[config.mk]
export PLATFORM = sky130hd
export DESIGN_NAME = i2c_master_byte_engine_flat
export DESIGN_NICKNAME = d
export VERILOG_FILES = /design/src/sv/i2cm_pkg.sv /design/src/sv/i2cm_cmd_if.sv /design/src/sv/i2cm_res_if.sv /design/src/sv/i2cm_seq.sv /design/src/sv/i2c_master_byte_engine.sv /design/src/flat_wrapper.sv
export VERILOG_INCLUDE_DIRS = /design/src /design/src/sv
export SDC_FILE = /design/constraint.sdc
export NUM_CORES = 1
export LEC_CHECK = 0
export ABC_AREA = 1
export BUFFER_PORTS_ARGS = -buffer_cell sky130_fd_sc_hd__buf_2
export CAP_MARGIN = 40
export CORE_UTILIZATION = 25
export DETAILED_ROUTE_END_ITERATION = 16
export GPL_TIMING_DRIVEN = 0
export PLACE_DENSITY = 0.45
export SLEW_MARGIN = 30
export SYNTH_ARGS = -nofsm -noshare
export SYNTH_HDL_FRONTEND = slang
export SYNTH_HIERARCHICAL = 1
export SYNTH_SLANG_ARGS = --single-unit
[constraint.sdc]
create_clock -name clk -period 2.2 [get_ports clk]
set_input_delay 0.22 -clock clk [delete_from_list [all_inputs] [get_ports clk]]
set_output_delay 0.22 -clock clk [all_outputs]
set_load 0.01 [all_outputs]
[src/sv/i2c_master_byte_engine_defines.svh]
// assertion macros shared by the i2c master byte engine
`ifndef I2C_MASTER_BYTE_ENGINE_DEFINES_SVH
`define I2C_MASTER_BYTE_ENGINE_DEFINES_SVH

// same-cycle implication
`define I2CM_ASSERT_NOW(label, clk, rst_n, ante, cons, msg) \
	label: assert property (@(posedge clk) disable iff (!rst_n) (ante) |-> (cons)) \
		else $error(msg);

// next-cycle implication
`define I2CM_ASSERT_NEXT(label, clk, rst_n, ante, cons, msg) \
	label: assert property (@(posedge clk) disable iff (!rst_n) (ante) |=> (cons)) \
		else $error(msg);

`endif

[src/sv/i2cm_pkg.sv]
// shared types and constants of the i2c master byte engine
package i2cm_pkg;

	localparam int unsigned TIMER_W = 16;

	typedef enum logic [1:0] {
		REQ_START = 2'd0,
		REQ_WRITE = 2'd1,
		REQ_READ  = 2'd2,
		REQ_STOP  = 2'd3
	} req_t;

	typedef enum logic [1:0] {
		CFG_BIT_HALF    = 2'd0,
		CFG_EDGE_HOLD   = 2'd1,
		CFG_SETUP       = 2'd2,
		CFG_ACK_TIMEOUT = 2'd3
	} cfg_idx_t;

	localparam logic [7:0]  BIT_HALF_RST    = 8'd10;
	localparam logic [7:0]  EDGE_HOLD_RST   = 8'd30;
	localparam logic [7:0]  SETUP_RST       = 8'd2;
	localparam logic [15:0] ACK_TIMEOUT_RST = 16'hffff;

	typedef struct packed {
		logic [7:0]  bit_half;
		logic [7:0]  edge_hold;
		logic [7:0]  setup;
		logic [15:0] ack_timeout;
	} cfg_t;

	typedef struct packed {
		logic       scl_level;
		logic       sda_level;
		logic       sda_drive;
		logic       busy_res;
		logic       done_res;
		logic [7:0] rx_byte;
		logic       ack_ok;
	} res_t;

	// a zero tick count behaves as one tick
	function automatic logic [TIMER_W-1:0] at_least_one(input logic [TIMER_W-1:0] v);
		return (v == '0) ? {{(TIMER_W-1){1'b0}}, 1'b1} : v;
	endfunction

endpackage

[src/sv/i2cm_cmd_if.sv]
// command channel: one tick with sampled sda and an optional command
interface i2cm_cmd_if;
	logic       valid;
	logic       ready;
	logic       cmd_valid;
	logic [1:0] req_type;
	logic [7:0] tx_byte;
	logic       ack_value;
	logic       sda_in;

	modport source (output valid, cmd_valid, req_type, tx_byte, ack_value, sda_in,
		input ready);
	modport sink (input valid, cmd_valid, req_type, tx_byte, ack_value, sda_in,
		output ready);
endinterface

[src/sv/i2cm_res_if.sv]
// result channel: line levels and status for one tick
interface i2cm_res_if;
	logic       valid;
	logic       ready;
	logic       scl_level;
	logic       sda_level;
	logic       sda_drive;
	logic       busy_res;
	logic       done_res;
	logic [7:0] rx_byte;
	logic       ack_ok;

	modport source (output valid, scl_level, sda_level, sda_drive, busy_res, done_res,
		rx_byte, ack_ok, input ready);
	modport sink (input valid, scl_level, sda_level, sda_drive, busy_res, done_res,
		rx_byte, ack_ok, output ready);
endinterface

[src/sv/i2cm_seq.sv]
// line sequencer state and its one-tick update
module i2cm_seq (
	input  logic            clk,
	input  logic            arst_n,
	input  logic            step,
	input  logic            cmd_valid,
	input  logic [1:0]      req_type,
	input  logic [7:0]      tx_byte,
	input  logic            ack_value,
	input  logic            sda_in,
	input  i2cm_pkg::cfg_t  cfg,
	output i2cm_pkg::res_t  res_d
);
	import i2cm_pkg::*;

	typedef enum logic [3:0] {
		PH_IDLE    = 4'd0,
		PH_ST_A    = 4'd1,
		PH_ST_B    = 4'd2,
		PH_ST_C    = 4'd3,
		PH_WR_LO   = 4'd4,
		PH_WR_HI   = 4'd5,
		PH_AK_REL  = 4'd6,
		PH_AK_WAIT = 4'd7,
		PH_AK_HOLD = 4'd8,
		PH_AK_END  = 4'd9,
		PH_RD_LO   = 4'd10,
		PH_RD_HI   = 4'd11,
		PH_RA_LO   = 4'd12,
		PH_RA_HI   = 4'd13,
		PH_SP_A    = 4'd14,
		PH_SP_B    = 4'd15
	} phase_t;

	phase_t               phase_q, phase_d;
	logic [3:0]           bit_cnt_q, bit_cnt_d;
	logic [TIMER_W-1:0]   timer_q, timer_d;
	logic [7:0]           shift_q, shift_d;
	logic [7:0]           rx_q, rx_d;
	logic                 ack_q, ack_d;
	logic                 scl_q, scl_d;
	logic                 sda_q, sda_d;
	logic                 oe_q, oe_d;
	logic                 ack_send_q, ack_send_d;
	logic                 done_d;

	logic [TIMER_W-1:0]   bit_ticks, edge_ticks, setup_ticks, ra_ticks;

	assign bit_ticks   = at_least_one({8'd0, cfg.bit_half});
	assign edge_ticks  = at_least_one({8'd0, cfg.edge_hold});
	assign setup_ticks = at_least_one({8'd0, cfg.setup});
	assign ra_ticks    = at_least_one({7'd0, {1'b0, cfg.setup} + {1'b0, cfg.bit_half}});

	always_comb begin
		logic [TIMER_W-1:0] dec;
		logic [3:0]         cnt_inc;
		dec        = timer_q - {{(TIMER_W-1){1'b0}}, 1'b1};
		cnt_inc    = bit_cnt_q + 4'd1;
		phase_d    = phase_q;
		bit_cnt_d  = bit_cnt_q;
		timer_d    = timer_q;
		shift_d    = shift_q;
		rx_d       = rx_q;
		ack_d      = ack_q;
		scl_d      = scl_q;
		sda_d      = sda_q;
		oe_d       = oe_q;
		ack_send_d = ack_send_q;
		done_d     = 1'b0;

		if (phase_q == PH_IDLE) begin
			if (cmd_valid) begin
				unique case (req_t'(req_type))
					REQ_START: begin
						scl_d = 1'b1; sda_d = 1'b1; oe_d = 1'b1;
						phase_d = PH_ST_A; timer_d = edge_ticks;
					end
					REQ_WRITE: begin
						shift_d = tx_byte; bit_cnt_d = 4'd0;
						scl_d = 1'b0; sda_d = tx_byte[7]; oe_d = 1'b1;
						phase_d = PH_WR_LO; timer_d = bit_ticks;
					end
					REQ_READ: begin
						ack_send_d = ack_value; shift_d = 8'd0; bit_cnt_d = 4'd0;
						scl_d = 1'b0; sda_d = 1'b1; oe_d = 1'b0;
						phase_d = PH_RD_LO; timer_d = bit_ticks;
					end
					REQ_STOP: begin
						scl_d = 1'b0; sda_d = 1'b0; oe_d = 1'b1;
						phase_d = PH_SP_A; timer_d = edge_ticks;
					end
				endcase
			end
		end else if (phase_q == PH_AK_WAIT) begin
			if (!sda_in) begin
				phase_d = PH_AK_HOLD; timer_d = setup_ticks;
			end else begin
				timer_d = dec;
				if (dec == '0) begin
					// timeout: nack, then a stop condition
					ack_d = 1'b0;
					scl_d = 1'b0; sda_d = 1'b0; oe_d = 1'b1;
					phase_d = PH_SP_A; timer_d = edge_ticks;
				end
			end
		end else begin
			timer_d = dec;
			if (dec == '0) begin
				unique case (phase_q)
					PH_ST_A: begin
						sda_d = 1'b0; phase_d = PH_ST_B; timer_d = edge_ticks;
					end
					PH_ST_B: begin
						scl_d = 1'b0; phase_d = PH_ST_C; timer_d = edge_ticks;
					end
					PH_ST_C: begin
						phase_d = PH_IDLE; done_d = 1'b1;
					end
					PH_WR_LO: begin
						scl_d = 1'b1; phase_d = PH_WR_HI; timer_d = bit_ticks;
					end
					PH_WR_HI: begin
						shift_d = {shift_q[6:0], 1'b0};
						bit_cnt_d = cnt_inc;
						scl_d = 1'b0;
						if (cnt_inc < 4'd8) begin
							sda_d = shift_q[6]; oe_d = 1'b1;
							phase_d = PH_WR_LO; timer_d = bit_ticks;
						end else begin
							oe_d = 1'b0;
							phase_d = PH_AK_REL; timer_d = setup_ticks;
						end
					end
					PH_AK_REL: begin
						scl_d = 1'b1; phase_d = PH_AK_WAIT;
						timer_d = at_least_one(cfg.ack_timeout);
					end
					PH_AK_HOLD: begin
						scl_d = 1'b0; oe_d = 1'b1;
						phase_d = PH_AK_END; timer_d = setup_ticks;
					end
					PH_AK_END: begin
						ack_d = 1'b1; phase_d = PH_IDLE; done_d = 1'b1;
					end
					PH_RD_LO: begin
						scl_d = 1'b1; phase_d = PH_RD_HI; timer_d = bit_ticks;
					end
					PH_RD_HI: begin
						shift_d = {shift_q[6:0], sda_in};
						bit_cnt_d = cnt_inc;
						scl_d = 1'b0;
						if (cnt_inc < 4'd8) begin
							phase_d = PH_RD_LO; timer_d = bit_ticks;
						end else begin
							rx_d = {shift_q[6:0], sda_in};
							oe_d = 1'b1; sda_d = ack_send_q;
							phase_d = PH_RA_LO; timer_d = ra_ticks;
						end
					end
					PH_RA_LO: begin
						// first pass raises scl for the ack bit, second pass ends
						if (bit_cnt_q == 4'd8) begin
							bit_cnt_d = 4'd9; scl_d = 1'b1;
							phase_d = PH_RA_HI; timer_d = bit_ticks;
						end else begin
							phase_d = PH_IDLE; done_d = 1'b1;
						end
					end
					PH_RA_HI: begin
						scl_d = 1'b0; phase_d = PH_RA_LO; timer_d = bit_ticks;
					end
					PH_SP_A: begin
						scl_d = 1'b1; phase_d = PH_SP_B; timer_d = edge_ticks;
					end
					PH_SP_B: begin
						sda_d = 1'b1; phase_d = PH_IDLE; done_d = 1'b1;
					end
					PH_IDLE, PH_AK_WAIT: begin
						phase_d = PH_IDLE;
					end
				endcase
			end
		end
	end

	always_ff @(posedge clk or negedge arst_n) begin
		if (!arst_n) begin
			phase_q    <= PH_IDLE;
			bit_cnt_q  <= 4'd0;
			timer_q    <= '0;
			shift_q    <= 8'd0;
			rx_q       <= 8'd0;
			ack_q      <= 1'b0;
			scl_q      <= 1'b1;
			sda_q      <= 1'b1;
			oe_q       <= 1'b1;
			ack_send_q <= 1'b0;
		end else if (step) begin
			phase_q    <= phase_d;
			bit_cnt_q  <= bit_cnt_d;
			timer_q    <= timer_d;
			shift_q    <= shift_d;
			rx_q       <= rx_d;
			ack_q      <= ack_d;
			scl_q      <= scl_d;
			sda_q      <= sda_d;
			oe_q       <= oe_d;
			ack_send_q <= ack_send_d;
		end
	end

	always_comb begin
		res_d.scl_level = scl_d;
		res_d.sda_level = sda_d;
		res_d.sda_drive = oe_d;
		res_d.busy_res  = (phase_d != PH_IDLE);
		res_d.done_res  = done_d;
		res_d.rx_byte   = rx_d;
		res_d.ack_ok    = ack_d;
	end

endmodule

[src/sv/i2c_master_byte_engine.sv]
// top level of the i2c master byte engine
// Each word on req is one tick of the line clock: the sampled SDA level plus an
// optional start, write, read or stop command, taken only while no command is in
// progress. Every accepted word yields exactly one word on res with the SCL and
// SDA levels, the SDA drive enable and the command status after that tick. The
// sequencer updates once per word in a single registered step, and an output
// register holds the result, so one word is accepted every clock cycle for as
// long as res is taken; the only stall comes from res.ready. The user is to write
// timing registers on the cfg port only while idle; the block does not enforce it.
`include "i2c_master_byte_engine_defines.svh"

module i2c_master_byte_engine (
	input  logic        clk,
	input  logic        arst_n,
	input  logic        cfg_we,
	input  logic [1:0]  cfg_index,
	input  logic [15:0] cfg_data,
	i2cm_cmd_if.sink    req,
	i2cm_res_if.source  res
);
	import i2cm_pkg::*;

	cfg_t  cfg_q;
	res_t  res_d;
	res_t  res_q;
	logic  out_valid_q;
	logic  in_acc;

	assign req.ready = !out_valid_q || res.ready;
	assign in_acc    = req.valid && req.ready;

	always_ff @(posedge clk or negedge arst_n) begin
		if (!arst_n) begin
			cfg_q.bit_half    <= BIT_HALF_RST;
			cfg_q.edge_hold   <= EDGE_HOLD_RST;
			cfg_q.setup       <= SETUP_RST;
			cfg_q.ack_timeout <= ACK_TIMEOUT_RST;
		end else if (cfg_we) begin
			unique case (cfg_idx_t'(cfg_index))
				CFG_BIT_HALF:    cfg_q.bit_half    <= cfg_data[7:0];
				CFG_EDGE_HOLD:   cfg_q.edge_hold   <= cfg_data[7:0];
				CFG_SETUP:       cfg_q.setup       <= cfg_data[7:0];
				CFG_ACK_TIMEOUT: cfg_q.ack_timeout <= cfg_data;
			endcase
		end
	end

	i2cm_seq u_seq (
		.clk       (clk),
		.arst_n    (arst_n),
		.step      (in_acc),
		.cmd_valid (req.cmd_valid),
		.req_type  (req.req_type),
		.tx_byte   (req.tx_byte),
		.ack_value (req.ack_value),
		.sda_in    (req.sda_in),
		.cfg       (cfg_q),
		.res_d     (res_d)
	);

	always_ff @(posedge clk or negedge arst_n) begin
		if (!arst_n) begin
			out_valid_q <= 1'b0;
		end else if (in_acc) begin
			out_valid_q <= 1'b1;
		end else if (res.ready) begin
			out_valid_q <= 1'b0;
		end
	end

	always_ff @(posedge clk) begin
		if (in_acc) begin
			res_q <= res_d;
		end
	end

	assign res.valid     = out_valid_q;
	assign res.scl_level = res_q.scl_level;
	assign res.sda_level = res_q.sda_level;
	assign res.sda_drive = res_q.sda_drive;
	assign res.busy_res  = res_q.busy_res;
	assign res.done_res  = res_q.done_res;
	assign res.rx_byte   = res_q.rx_byte;
	assign res.ack_ok    = res_q.ack_ok;

	`I2CM_ASSERT_NEXT(a_acc_gives_word, clk, arst_n, in_acc, out_valid_q, "accepted tick lost")
	`I2CM_ASSERT_NOW(a_done_not_busy, clk, arst_n, out_valid_q && res_q.done_res,
		!res_q.busy_res, "done while still busy")
	`I2CM_ASSERT_NOW(a_release_only_busy, clk, arst_n, out_valid_q && !res_q.sda_drive,
		res_q.busy_res, "sda released while idle")

endmodule

[src/flat_wrapper.sv]
// flat-port wrapper written by rule: the top's interface ports become plain ports
module i2c_master_byte_engine_flat import i2cm_pkg::*;
  (clk, arst_n, cfg_we, cfg_index, cfg_data, req_valid, req_cmd_valid, req_req_type, req_tx_byte, req_ack_value, req_sda_in, req_ready, res_valid, res_scl_level, res_sda_level, res_sda_drive, res_busy_res, res_done_res, res_rx_byte, res_ack_ok, res_ready);
  i2cm_cmd_if req_i ();
  i2cm_res_if res_i ();
  input  logic clk;
  input  logic arst_n;
  input  logic cfg_we;
  input  logic [1:0] cfg_index;
  input  logic [15:0] cfg_data;
  input wire logic [$bits(req_i.valid)-1:0] req_valid;
  input wire logic [$bits(req_i.cmd_valid)-1:0] req_cmd_valid;
  input wire logic [$bits(req_i.req_type)-1:0] req_req_type;
  input wire logic [$bits(req_i.tx_byte)-1:0] req_tx_byte;
  input wire logic [$bits(req_i.ack_value)-1:0] req_ack_value;
  input wire logic [$bits(req_i.sda_in)-1:0] req_sda_in;
  output wire logic [$bits(req_i.ready)-1:0] req_ready;
  output wire logic [$bits(res_i.valid)-1:0] res_valid;
  output wire logic [$bits(res_i.scl_level)-1:0] res_scl_level;
  output wire logic [$bits(res_i.sda_level)-1:0] res_sda_level;
  output wire logic [$bits(res_i.sda_drive)-1:0] res_sda_drive;
  output wire logic [$bits(res_i.busy_res)-1:0] res_busy_res;
  output wire logic [$bits(res_i.done_res)-1:0] res_done_res;
  output wire logic [$bits(res_i.rx_byte)-1:0] res_rx_byte;
  output wire logic [$bits(res_i.ack_ok)-1:0] res_ack_ok;
  input wire logic [$bits(res_i.ready)-1:0] res_ready;
  assign req_i.valid = req_valid;
  assign req_i.cmd_valid = req_cmd_valid;
  assign req_i.req_type = req_req_type;
  assign req_i.tx_byte = req_tx_byte;
  assign req_i.ack_value = req_ack_value;
  assign req_i.sda_in = req_sda_in;
  assign req_ready = req_i.ready;
  assign res_valid = res_i.valid;
  assign res_scl_level = res_i.scl_level;
  assign res_sda_level = res_i.sda_level;
  assign res_sda_drive = res_i.sda_drive;
  assign res_busy_res = res_i.busy_res;
  assign res_done_res = res_i.done_res;
  assign res_rx_byte = res_i.rx_byte;
  assign res_ack_ok = res_i.ack_ok;
  assign res_i.ready = res_ready;
  i2c_master_byte_engine u_core (.clk(clk), .arst_n(arst_n), .cfg_we(cfg_we), .cfg_index(cfg_index), .cfg_data(cfg_data), .req(req_i), .res(res_i));
endmodule
# Yosys cells after proc, flatten, opt, wreduce, memory -nomap -nowiden
# Cells that the tools add are included.
dict set report totals {
  word_cells 176
  ram_bits 0
  inputBits 36
  out_inout_bits 16
  latchBits 0
  memories 0
  mem_bits_ro 0
  reg_bits 99
}
dict set report op_classes {
  order_cmp 1
  mux 84
  shift 0
  bitwise 1
  eq_ne 27
  reduce_logical 38
  n_mul 0
  add_sub_neg 3
  n_div 0
}
# operator n
set ops {}
lappend ops {{16-bit two-way mux} 8}
lappend ops {{16-bit one-hot mux with 7 select lines} 1}
lappend ops {{8-bit two-way mux} 9}
lappend ops {{4-bit two-way mux} 13}
lappend ops {{4-bit one-hot mux with 12 select lines} 1}
lappend ops {{4-bit equality test (second input constant)} 9}
lappend ops {{16-bit logical NOT} 2}
lappend ops {{1-bit two-way mux} 32}
lappend ops {{16-bit one-hot mux with 2 select lines} 1}
lappend ops {{7-bit two-way mux} 4}
lappend ops {{7-bit one-hot mux with 2 select lines} 2}
lappend ops {{8-bit logical NOT} 3}
lappend ops {{9-bit two-way mux} 2}
lappend ops {{3-bit OR reduction} 6}
lappend ops {{4-bit by 3-bit equality test with 1-bit output (second input constant)} 4}
lappend ops {{4-bit one-hot mux with 4 select lines} 1}
lappend ops {{16-bit by 1-bit subtractor with 16-bit output (second input constant)} 1}
lappend ops {{2-bit AND reduction} 5}
lappend ops {{5-bit OR reduction} 2}
lappend ops {{8-bit by 8-bit adder with 9-bit output} 1}
lappend ops {{9-bit logical NOT} 1}
lappend ops {{1-bit one-hot mux with 3 select lines} 3}
lappend ops {{2-bit equality test (second input constant)} 4}
lappend ops {{4-bit by 2-bit equality test with 1-bit output (second input constant)} 2}
lappend ops {{other kinds (26)} 37}

# Depth between registers and ports, before layout
# Gate-level depths: netlist (run 1).
dict set report depth {
  depth_word 8
  mapped_depth 19
  ltp_nobuf 19
}

# By module
# Netlist (run 1), hierarchy kept.
# mod cells_each area_each_um2 n_inst seq_area_each_um2
set by_module_without_submodules {}
lappend by_module_without_submodules {i2cm_seq 809 4858.4 1 1104.8}
lappend by_module_without_submodules {i2c_master_byte_engine 199 2223.4 1 1475.2}

# Least setup slack after synthesis (run 1)
# OpenSTA, ideal clock, no wires.
dict set report synth_timing {
  kind {reg2reg}
  from {register u_core.u_seq.timer_q[0]}
  to {register u_core.res_q, in the netlist u_core/res.busy_res (data pin)}
  path_stages_with_launch 16
  path_buffers 0
  setup_slack_ps -225
  setup_ps 254
  required_time_ps 1946
  t_arrival_ps 2171
  period_less_slack_ps 2425
  cell_sequence {dfrtp_1 -> inv_2 -> ha_1 -> nand2_2 -> nor2_4 -> nand2_2 -> nand2_2 -> nand2_2 -> nor2_4 -> nand2_2 -> nor3_4 -> nand2_2 -> o21ai_0 -> nand2_1 -> nor2_1 -> nand2_1}
}
# element line
set synth_rtl {}
lappend synth_rtl {{start, declared} i2cm_seq.sv:37} ;# logic [TIMER_W-1:0] timer_q, timer_d;
lappend synth_rtl {{start signal, assigned} i2cm_seq.sv:201} ;# timer_q <= timer_d;
lappend synth_rtl {{end signal, assigned} i2c_master_byte_engine.sv:73} ;# res_q <= res_d;
lappend synth_rtl {{end, declared} i2c_master_byte_engine.sv:25} ;# res_t res_q;

==> results of run 1 <==
## cell type report
type                       instances  area (um^2)
inverter                         129        503.0
clock buffer                       9        225.2
fill                            3033        18770
timing repair buffer              91        655.6
multi-input combinational        748         4342
buffer                            32        241.5
tap                              378        473.0
sequential                        99         2591
clock inverter                     7        60.06
## per-layer routing
| metal | share of wire (%) | up-vias | wire (um) |
|---|---|---|---|
| met4 | 2.6 | 0 | 643 |
| met5 | 0 | - | 0 |
| met3 | 4.9 | 34 | 1207 |
| li1 | - | 3551 | - |
| met2 | 45 | 196 | 11090 |
| met1 | 47 | 3421 | 11540 |
## cells by family after synthesis
logic type | count (synthesis) | share of synthesized area [%]
buffers and inverters | 162 | 9.982
AOI/OAI and AO/OA | 168 | 13.73
and+or+nand+nor | 557 | 36.08
DFF | 99 | 36.43
adders and majority gates | 18 | 3.286
xor gates and xnor gates | 4 | 0.4948
## worst max-delay path: stages, from the launching register on
cell and delay [ps]:
dfrtp_1 430, inv_2 80, ha_4 190, nand3_1 110, clkinv_1 130, nand2_1 90, nand2_1 50, nand2_1 90
nand2_2 110, nor3_4 270, buf_12 180, nand2_8 110, nor2_2 120, o21ai_1 90, nor2_1 100, nand2_1 50
## registers in the layout, indices dropped and copies added (netlist names)
register	flops
u_core/cfg_q	40
u_core/res.ack_ok	1
u_core/res.busy_res	1
u_core/res.done_res	1
u_core/res.rx_byte	8
u_core/res.scl_level	1
u_core/res.sda_drive	1
u_core/res.sda_level	1
u_core/res.valid	1
u_core/u_seq/ack_q	1
u_core/u_seq/ack_send_q	1
u_core/u_seq/bit_cnt_q	4
u_core/u_seq/oe_q	1
u_core/u_seq/phase_q	4
u_core/u_seq/rx_q	8
u_core/u_seq/scl_q	1
u_core/u_seq/sda_q	1
u_core/u_seq/shift_q	7
u_core/u_seq/timer_q	16
## metrics by stage
step | utilization, % | hold slack [ps] | setup WS (ps) | power [mW] | instance area (um^2)
after global routing | 32.63 | 73.57 | -416.0 | 11.89 | 9091
after detailed placement | 28.22 | 147.9 | -1048 | 8.036 | 7861
final | 32.63 | 70.65 | -264.0 | 11.02 | 9091
after floorplan | - | -75.59 | -133.1 | 6.562 | 7112
after CTS | 31.43 | 58.85 | -234.7 | 10.56 | 8756
after global placement | 28.07 | 437.4 | -1058 | 8.053 | 7820
## report_power, final
group | internal, mW | switching [mW]
clock network | 0.790 | 0.814
logic | 2.31 | 4.10
registers | 2.47 | 0.544
total | 5.57 | 5.45
## worst paths after layout
path                                       endpoint  slack (ps)
worst max register to register  u_core/res.busy_res        -260
max in group asynchronous          u_core/cfg_q[13]        1240
worst max-delay path            u_core/res.busy_res        -260
worst min register to register     u_core/cfg_q[30]         480
min in group asynchronous          u_core/cfg_q[24]         330
worst min-delay path               u_core/cfg_q[11]          70
## synthesized netlist by cell type (all sizes together), types with 8 or more instances
library cell    n
nand4          43
dfstp          26
a21oi          37
o21ai          89
inv           128
nand3b          8
nand2         318
clkbuf         11
dfrtp          59
nor3            9
ha             17
buf            22
nor2           95
o211ai         11
edfxtp         14
nand3          76
## what timing repair did
item / 4_1_cts / 5_1_grt
endpoints found under the hold margin: 20 / 0
pin swaps: 29 / 21
setup buffers: 33 / 9
cloned: 0 / 2
endpoints found under the setup margin: 58 / 58
gates resized for setup: 117 / 73
hold buffers: 1 / 0
==> run metrics, run 1 <==
post-synth top area cell dfrtp_1; final hold vios 0; Seq/Total Area, Yosys 36.43%; net count after synthesis 1062; core outline area 0.02786 mm^2; Max FO, Critical Path 7; most frequent cells in the layout nand2_1, inv_1, nand3_1; Placer Congestion 0.9327; Initial Util 25.42%; Netlist cell types 47; Tmin final 2464 ps; Antenna diodes 0; Critical Path RT 2320 ps; Remaining DRCs 0; CP startpoint kind flop; share of cells above drive strength 1 29.24%; failing checks negative setup slack; drt initial violations 403; DRT antenna net count 0; fmax 405.8 MHz; CTS tree yes; total grt overflow 0; Max-Cap Viols 0; via count 7202; RSZ-0062 raised after global routing yes; Pwr per Cell Area 1212 mW/mm^2; area delta synth->final 28.37%; number of core rows 61; CTS Sinks 99; Main synth FF type dfrtp_1; Final WS setup -264.0 ps; cell count after synthesis 1008; final WL 24470 um; Hold Crit Depth 3; H-tree levels 3; Peak supply drop 0.4027 mV; Worst Hold Launch cfg_data[11]; Die Y 170.3 um; total negative setup slack -9302 ps; global route hottest layer met2; met3 usage 2.884%; critical path class flop to flop; largest net degree at the start of global routing 54; Avg Cell Area, Syn 7.026 um^2; yosys warns 6; Slew Viols, Final 0; Leak 4.162 nW; CP arrival 2590 ps; IO buf count 47; wire length per cell 16.39 um; die area 0.02900 mm^2; cells on worst reg2reg path 15; number of antenna violations at the first check in global routing 0; Worst Tran Pin Value 657.7 ps; fin cells 1493; Worst-path clk slew 80 ps; worst min-delay path class input pin to flop; M1 GR Usage 23.48%; GR Util met2 27.53%; Slew HR 56.15%; Max Root-Sink Buffers 2; vias per cell 4.824; layout net count 1164; cell area after synthesis 0.007082 mm^2; Clk Latency, worst-skew pair 360 ps; Final Cycle Share 112.0%; launch point of the worst path u_core/u_seq/timer_q[1]; share of the synthesized area in the top cell type 20.85%; most common cell after layout, fill and taps aside nand2_1; reg2reg start u_core/u_seq/timer_q[1]; status finished with violations; DP HPWL 18600 um; Worst Setup End Kind flop; EDFF count, synth 14; placed instance count 1434; gr usage total 17.29%; #FFs+latches synth 99; # IOs 52; Root Buffer clkbuf_16; vias in the first global route 6900; top cells by area, synth dfrtp_1, nand2_1, dfstp_2; Worst Skew 14.41 ps; Synth async-reset ratio 85.86%; 1st-pass router iterations 5; global-route wire length before repair 38330 um; CTS buffer count 9; setup violators final 56; Die Width 170.3 um
No activity file was read; power rests on OpenSTA's default activity.
==> inputs of run 2 (changes only) <==
- HOLD_SLACK_MARGIN: unset -> 0.12
- PLACE_DENSITY: 0.45 -> 0.44
- clock period: 2.2 -> 2.8 ns (I/O delays scaled with it)
==> run 2 against run 1 <==
  * The flow now finishes without violations
  * Critical path depth unchanged
  * Via count down 2.7%
  * Combinational power down 35%
  * Design area down 7.9%
  * Clock power down 17%
  * Clock skew down 5.1 ps
  * Non-clock buffer count down 29
  * Sequential power down 23%
  * Die area unchanged
  * First-iteration DRC count up 25%
  * Critical path type unchanged
==> run metrics, run 2 (same netlist as run 1, synthesis figures left out) <==
core outline area 0.02786 mm^2 (unchanged); Placer Congestion 0.8932 (-4.2%); Tmin final 2704 ps (+239.8 ps); Worst Tran Pin Value 740.3 ps (+82.62 ps); fmax 369.8 MHz (-8.9%); critical path class flop to flop; Initial Util 25.42% (unchanged); global-route wire length before repair 37470 um (-2.2%); Post-DP Area 0.007850 mm^2 (-0.14%); status complete, no violations; Worst Skew 9.301 ps (-5.107 ps); drt initial violations 505 (+25%); sequential share of power 29.8% (+2.5 points); DRT antenna net count 0 (unchanged); Filler cells 3090 (+1.9%); total grt overflow 0 (unchanged); Worst Setup End Kind flop; total negative setup slack 0 ps (+9302 ps); Remaining DRCs 0 (unchanged); Slew HR 50.46% (-5.7 points); die area 0.02900 mm^2 (unchanged); hold endpoint u_core/cfg_q[12]; Pwr per Cell Area 935.7 mW/mm^2 (-23%); IO buf count 47 (unchanged); most frequent cells in the layout nand2_1, inv_1, nor2_1; Worst Hold Launch cfg_data[12]; Peak supply drop 0.3187 mV (-21%); share of cells above drive strength 1 18.99% (-10 points); CP arrival 2820 ps (+230 ps); Critical Path RT 2920 ps (+600 ps); vias per cell 4.790 (-0.70%); RSZ-0062 raised after global routing yes; number of antenna violations at the first check in global routing 0 (unchanged); CTS Sinks 99 (unchanged); reg2reg start u_core/u_seq/timer_q[1]; Slew Viols, Final 0 (unchanged); Leak 3.936 nW (-5.4%); number of core rows 61 (unchanged); Max FO, Critical Path 7 (unchanged); Die Width 170.3 um (unchanged); CP startpoint kind flop; Max Root-Sink Buffers 2 (unchanged); worst min-delay path class input pin to flop; number of flip-flops in the largest register 40 (unchanged); flop2flop setup slack 100 ps (+360 ps); setup violators final 0 (-100%); Sw Ratio 48.75% (-0.72 points); combinational power share 53.3% (-4.8 points); wire length per cell 16.27 um (-0.74%); reported net switching power 3.820 mW (-30%); Worst-path clk slew 70 ps (about the same); CTS buffer count 9 (unchanged); via count 7008 (-2.7%); Final Util 30.06% (-2.6 points); Clk Latency, worst-skew pair 360 ps (about the same); fraction of power consumed by the clock network 16.9% (+2.3 points); 1st-pass router iterations 5 (unchanged); Die Y 170.3 um (unchanged); Reg with most FFs u_core/cfg_q; H-tree levels 3 (unchanged); Max-Cap Viols 0 (unchanged); vias in the first global route 6780 (-1.7%); area delta synth->final 18.25%; layout net count 1134 (-2.6%); cells on worst reg2reg path 15 (unchanged); final WL 23800 um (-2.7%); FF-to-FF End u_core/res.busy_res; most common cell after layout, fill and taps aside nand2_1; Final Cycle Share 96.57% (-15 points); Antenna diodes 0 (unchanged); Hold Crit Depth 3 (unchanged); gr usage total 16.99% (-0.30 points); Root Buffer clkbuf_16; CTS tree yes; Internal 4.016 mW (-28%); final instance area 0.008374 mm^2 (-7.9%); # IOs 52 (unchanged); biggest regs u_core/cfg_q (40), u_core/u_seq/timer_q (16); final hold vios 0 (unchanged); DP HPWL 18400 um (-1.0%); largest net degree at the start of global routing 58 (+7.4%)
[run 2: how the worst max path moves through the flow]
stage / from / end / slack (ps) / depth (start not counted)
5_1_grt: u_core/u_seq/timer_q[1] / u_core/res.busy_res / -60 / 15
2_1_floorplan: u_core/u_seq/timer_q[0] / u_core/res.busy_res / 370 / 15
3_5_place_dp: u_core/u_seq/phase_q[1] / u_core/res.busy_res / -420 / 10
3_3_place_gp: u_core/res.valid / u_core/u_seq/timer_q[5] / -630 / 7
6_report: u_core/u_seq/timer_q[1] / u_core/res.busy_res / 100 / 15
4_1_cts: u_core/u_seq/timer_q[1] / u_core/res.busy_res / -0.04 / 16
[run 2: stage by stage]
stage / power, mW / worst slack (ps) / std cells / hold slack, ps
after CTS: 7.759 / -0.03730 / 1457 / 121.3
after global routing: 8.515 / -56.73 / 1463 / 141.2
after global placement: 6.287 / -626.7 / 1433 / 456.6
final: 7.836 / 96.13 / 1463 / 128.4
after floorplan: 5.113 / 374.6 / 1008 / -15.59
after detailed placement: 6.300 / -424.9 / 1435 / 193.7
[run 2: layer usage]
layer  GRT usage [%]  up-vias  wire length (um)
li1                -     3486                 -
met2           27.42      193             10780
met1           23.15     3305             11500
met3           2.744       24              1169
met4           5.131        0               358
met5               0        -                 0
[run 2: final cells by class]
class / instances / area (um^2) / area share [%]
Inverter: 129 / 490.5 / 5.857
Timing Repair Buffer: 61 / 380.4 / 4.542
Multi-Input combinational cell: 747 / 3913 / 46.72
Clock buffer: 13 / 282.8 / 3.377
Sequential cell: 99 / 2581 / 30.82
Buffer: 33 / 229.0 / 2.734
Tap cell: 378 / 473.0 / 5.648
Clock inverter: 3 / 25.02 / 0.2988
[run 2: power groups by stage]
stage | registers (mW) | clock network (mW) | logic, mW
2_1_floorplan | 2.24 | 0 | 2.88
3_3_place_gp | 2.35 | 0 | 3.94
3_5_place_dp | 2.35 | 0 | 3.95
4_1_cts | 2.33 | 1.38 | 4.05
5_1_grt | 2.40 | 1.41 | 4.70
6_report | 2.33 | 1.33 | 4.17
[run 2: critical path: stages (launching register included)]
cell and delay [ps]:
dfrtp_1 410, inv_1 110, ha_4 190, nand2_2 120, nand2_1 120, nand2_4 130, nand3_1 120, nor2_2 140
nand3_2 130, nor3_4 270, buf_4 180, nand2_4 100, nor2_1 140, o21ai_0 130, nor2_1 120, nand2_1 60
[run 2: repair_timing]
item                       4_1_cts  5_1_grt
setup endpoints to repair       56       51
hold buffers                     1        0
pin swaps                        2        4
resized for setup               14       28
setup buffers                    5        6
hold endpoints to repair        28        0
==> inputs of run 3 (changes only) <==
- CAP_MARGIN: 40 -> unset
- CORE_MARGIN: unset -> 3
- SYNTH_HIERARCHICAL: 1 -> unset
==> run 3 against run 2 <==
  * Synthesized area down 0.28%
  * Clock skew up 3.7 ps
  * Worst setup slack better by 15 ps
  * Critical path type unchanged
  * Highest routed layer is now met5
==> run metrics, run 3 <==
Critical Path RT 3050 ps (+130 ps); biggest regs u_core.cfg_q (40), u_core.u_seq.timer_q (16); Die Width 174.1 um (+2.2%); Worst path slowest cell dfrtp_2; Pwr per Cell Area 945.0 mW/mm^2 (+0.99%); number of flip-flops in the largest register 40 (unchanged); Leak 3.981 nW (+1.1%); total grt overflow 0 (unchanged); # IOs 52 (unchanged); total negative setup slack 0 ps (unchanged); net count after synthesis 1074 (+1.1%); die area 0.03030 mm^2 (+4.5%); CP startpoint kind flop; Worst Skew 12.99 ps (+3.693 ps); H-tree levels 3 (unchanged); gr usage total 16.21% (-0.78 points); Crit path max-delay family simple AND/OR/NAND/NOR gates; Max Root-Sink Buffers 2 (unchanged); most frequent CP cell nor2_4; top post-synthesis cells by count nand2_1, inv_1, o21ai_0; Max FO, Critical Path 9 (+2); worst min-delay path class input pin to flop; area delta synth->final 18.52%; top-count cell post-synth nand2_1; Seq/Total Area, Yosys 36.53% (+0.10 points); vias in the first global route 6592 (-2.8%); Reg with most FFs u_core.cfg_q; launch point of the worst path u_core.u_seq.timer_q[0]; core outline area 0.02733 mm^2 (-1.9%); number of antenna violations at the first check in global routing 1 (+1); final WL 24970 um (+4.9%); top cells by area, synth dfrtp_1, nand2_1, dfstp_2; 1st-pass router iterations 6 (+1); post-synth top area cell dfrtp_1; largest net degree at the start of global routing 50 (-14%); Final Cycle Share 96.04% (-0.53 points); Max stage delay on crit path 430 ps (+20 ps); CTS buffer count 9 (unchanged); final instance area 0.008369 mm^2 (about the same); Worst Hold Launch cfg_data[15]; #FFs+latches synth 99 (unchanged); cell area after synthesis 0.007062 mm^2 (-0.28%); Worst Tran Pin Value 777.6 ps (+37.29 ps); via count 7127 (+1.7%); Final Util 30.63% (+0.57 points); DP HPWL 19240 um (+4.6%); layout net count 1153 (+1.7%); Remaining DRCs 0 (unchanged); Peak supply drop 0.3749 mV (+18%); Worst Setup End Kind flop; Main synth FF type dfrtp_1; CP arrival 2940 ps (+120 ps); Antenna diodes 0 (unchanged); Worst-path clk slew 80 ps (about the same); Netlist cell types 50 (+6.4%); yosys warns 0 (-6); Tot Pwr 7.909 mW (+0.93%); vias per cell 4.829 (+0.80%); IO buf count 50 (+6.4%); Max-Cap Viols 0 (unchanged); DRT antenna net count 0 (unchanged); share of the synthesized area in the top cell type 20.91% (+0.059 points); Clk Latency, worst-skew pair 370 ps (about the same); wire length per cell 16.92 um (+4.0%); Avg Cell Area, Syn 6.923 um^2 (-1.5%); drt initial violations 701 (+39%); CTS Sinks 99 (unchanged); Placer Congestion 0.8831 (-1.1%); Post-DP Area 0.007812 mm^2 (-0.48%); Slew HR 47.97% (-2.5 points); fmax 371.9 MHz (+0.55%); Root Buffer clkbuf_16; number of core rows 60 (-1.6%); Slew Viols, Final 0 (unchanged); setup violators final 0 (unchanged); Synth async-reset ratio 85.86% (unchanged); most frequent cells in the layout nand2_1, inv_1, o21ai_0; final hold slack 151.7 ps (+23.35 ps); reg2reg start u_core.u_seq.timer_q[0]; CTS tree yes; Worst Path Buf+Inv 3 (+1); Die Y 174.1 um (+2.2%); EDFF count, synth 14 (unchanged); RSZ-0062 raised after global routing yes; CP cell instances clkinv_4 -> ha_1 -> buf_4 -> nand2_1 -> nor2_4 -> nand3_1 -> nand2_1 -> nand2_2 -> nand3_1 -> nor2_4 -> nand3_4 -> nor2_4 -> nor2_1 -> nor3_4 -> buf_2 -> o21ai_0; most common cell after layout, fill and taps aside nand2_1; Initial Util 25.84% (+0.42 points); Tmin final 2689 ps (-14.87 ps); cell count after synthesis 1020 (+1.2%); global-route wire length before repair 38740 um (+3.4%); share of cells above drive strength 1 17.84% (-1.1 points); status complete, no violations; final hold vios 0 (unchanged); critical path class flop to flop
## run 3: final timing paths
kind                                           end  cells after the start  slack (ps)
max                        u_core.u_seq.shift_q[5]                     16         110
max reg2reg                u_core.u_seq.shift_q[5]                     16         110
min reg2reg                        u_core.cfg_q[4]                      2         490
min                               u_core.cfg_q[15]                      2         150
max in group asynchronous         u_core.cfg_q[17]                      3        1760
min in group asynchronous  u_core.u_seq.timer_q[9]                      2         390
## run 3: repair_timing
item                                    CTS  global route
hold buffers                              1             0
gates resized for setup                  17            23
setup buffers                             4            12
hold endpoints to repair                 29             0
cloned                                    0             1
endpoints found under the setup margin   46            47
pin swaps                                 3            11
## run 3: area by class of cell
cell class              count  area (um^2)
fillers                  3105        18960
multi-input cells         734         3842
flip-flops and latches     99         2582
inverters                 162        618.1
well taps                 372        465.4
repair buffers             69        419.2
clock buffers               9        225.2
plain buffers              24        123.9
clock inverters             7        92.59
## run 3: kinds of logic after synthesis
logic type	after synthesis	synth area share (%)
compound gates	215	17.47
flops	99	36.53
mux	3	0.4784
fa+ha+maj	18	3.295
buf+inv	187	10.28
simple gates	495	31.57
xor+xnor	3	0.3721
## run 3: through the flow
stage / instances / setup slack [ps]
finish: 1476 / 111.0
global route: 1476 / -30.35
CTS: 1463 / 12.45
detailed placement: 1443 / -375.4
global placement: 1442 / -455.5
floorplan: 1020 / 366.2
## run 3: per-layer routing
layer,global-route usage [%],share of wire (%),up-vias
li1,-,-,3519
met1,24.24,50,3376
met2,24.78,44,205
met3,2.010,4.5,25
met4,3.887,1.4,2
met5,0,0.052,-
## run 3: power breakdown
part	internal, mW	switching, mW	total, mW	leakage [nW]
clock	0.723	0.649	1.37	0.157
combinational	1.38	2.85	4.22	2.67
sequential	1.92	0.392	2.31	1.16
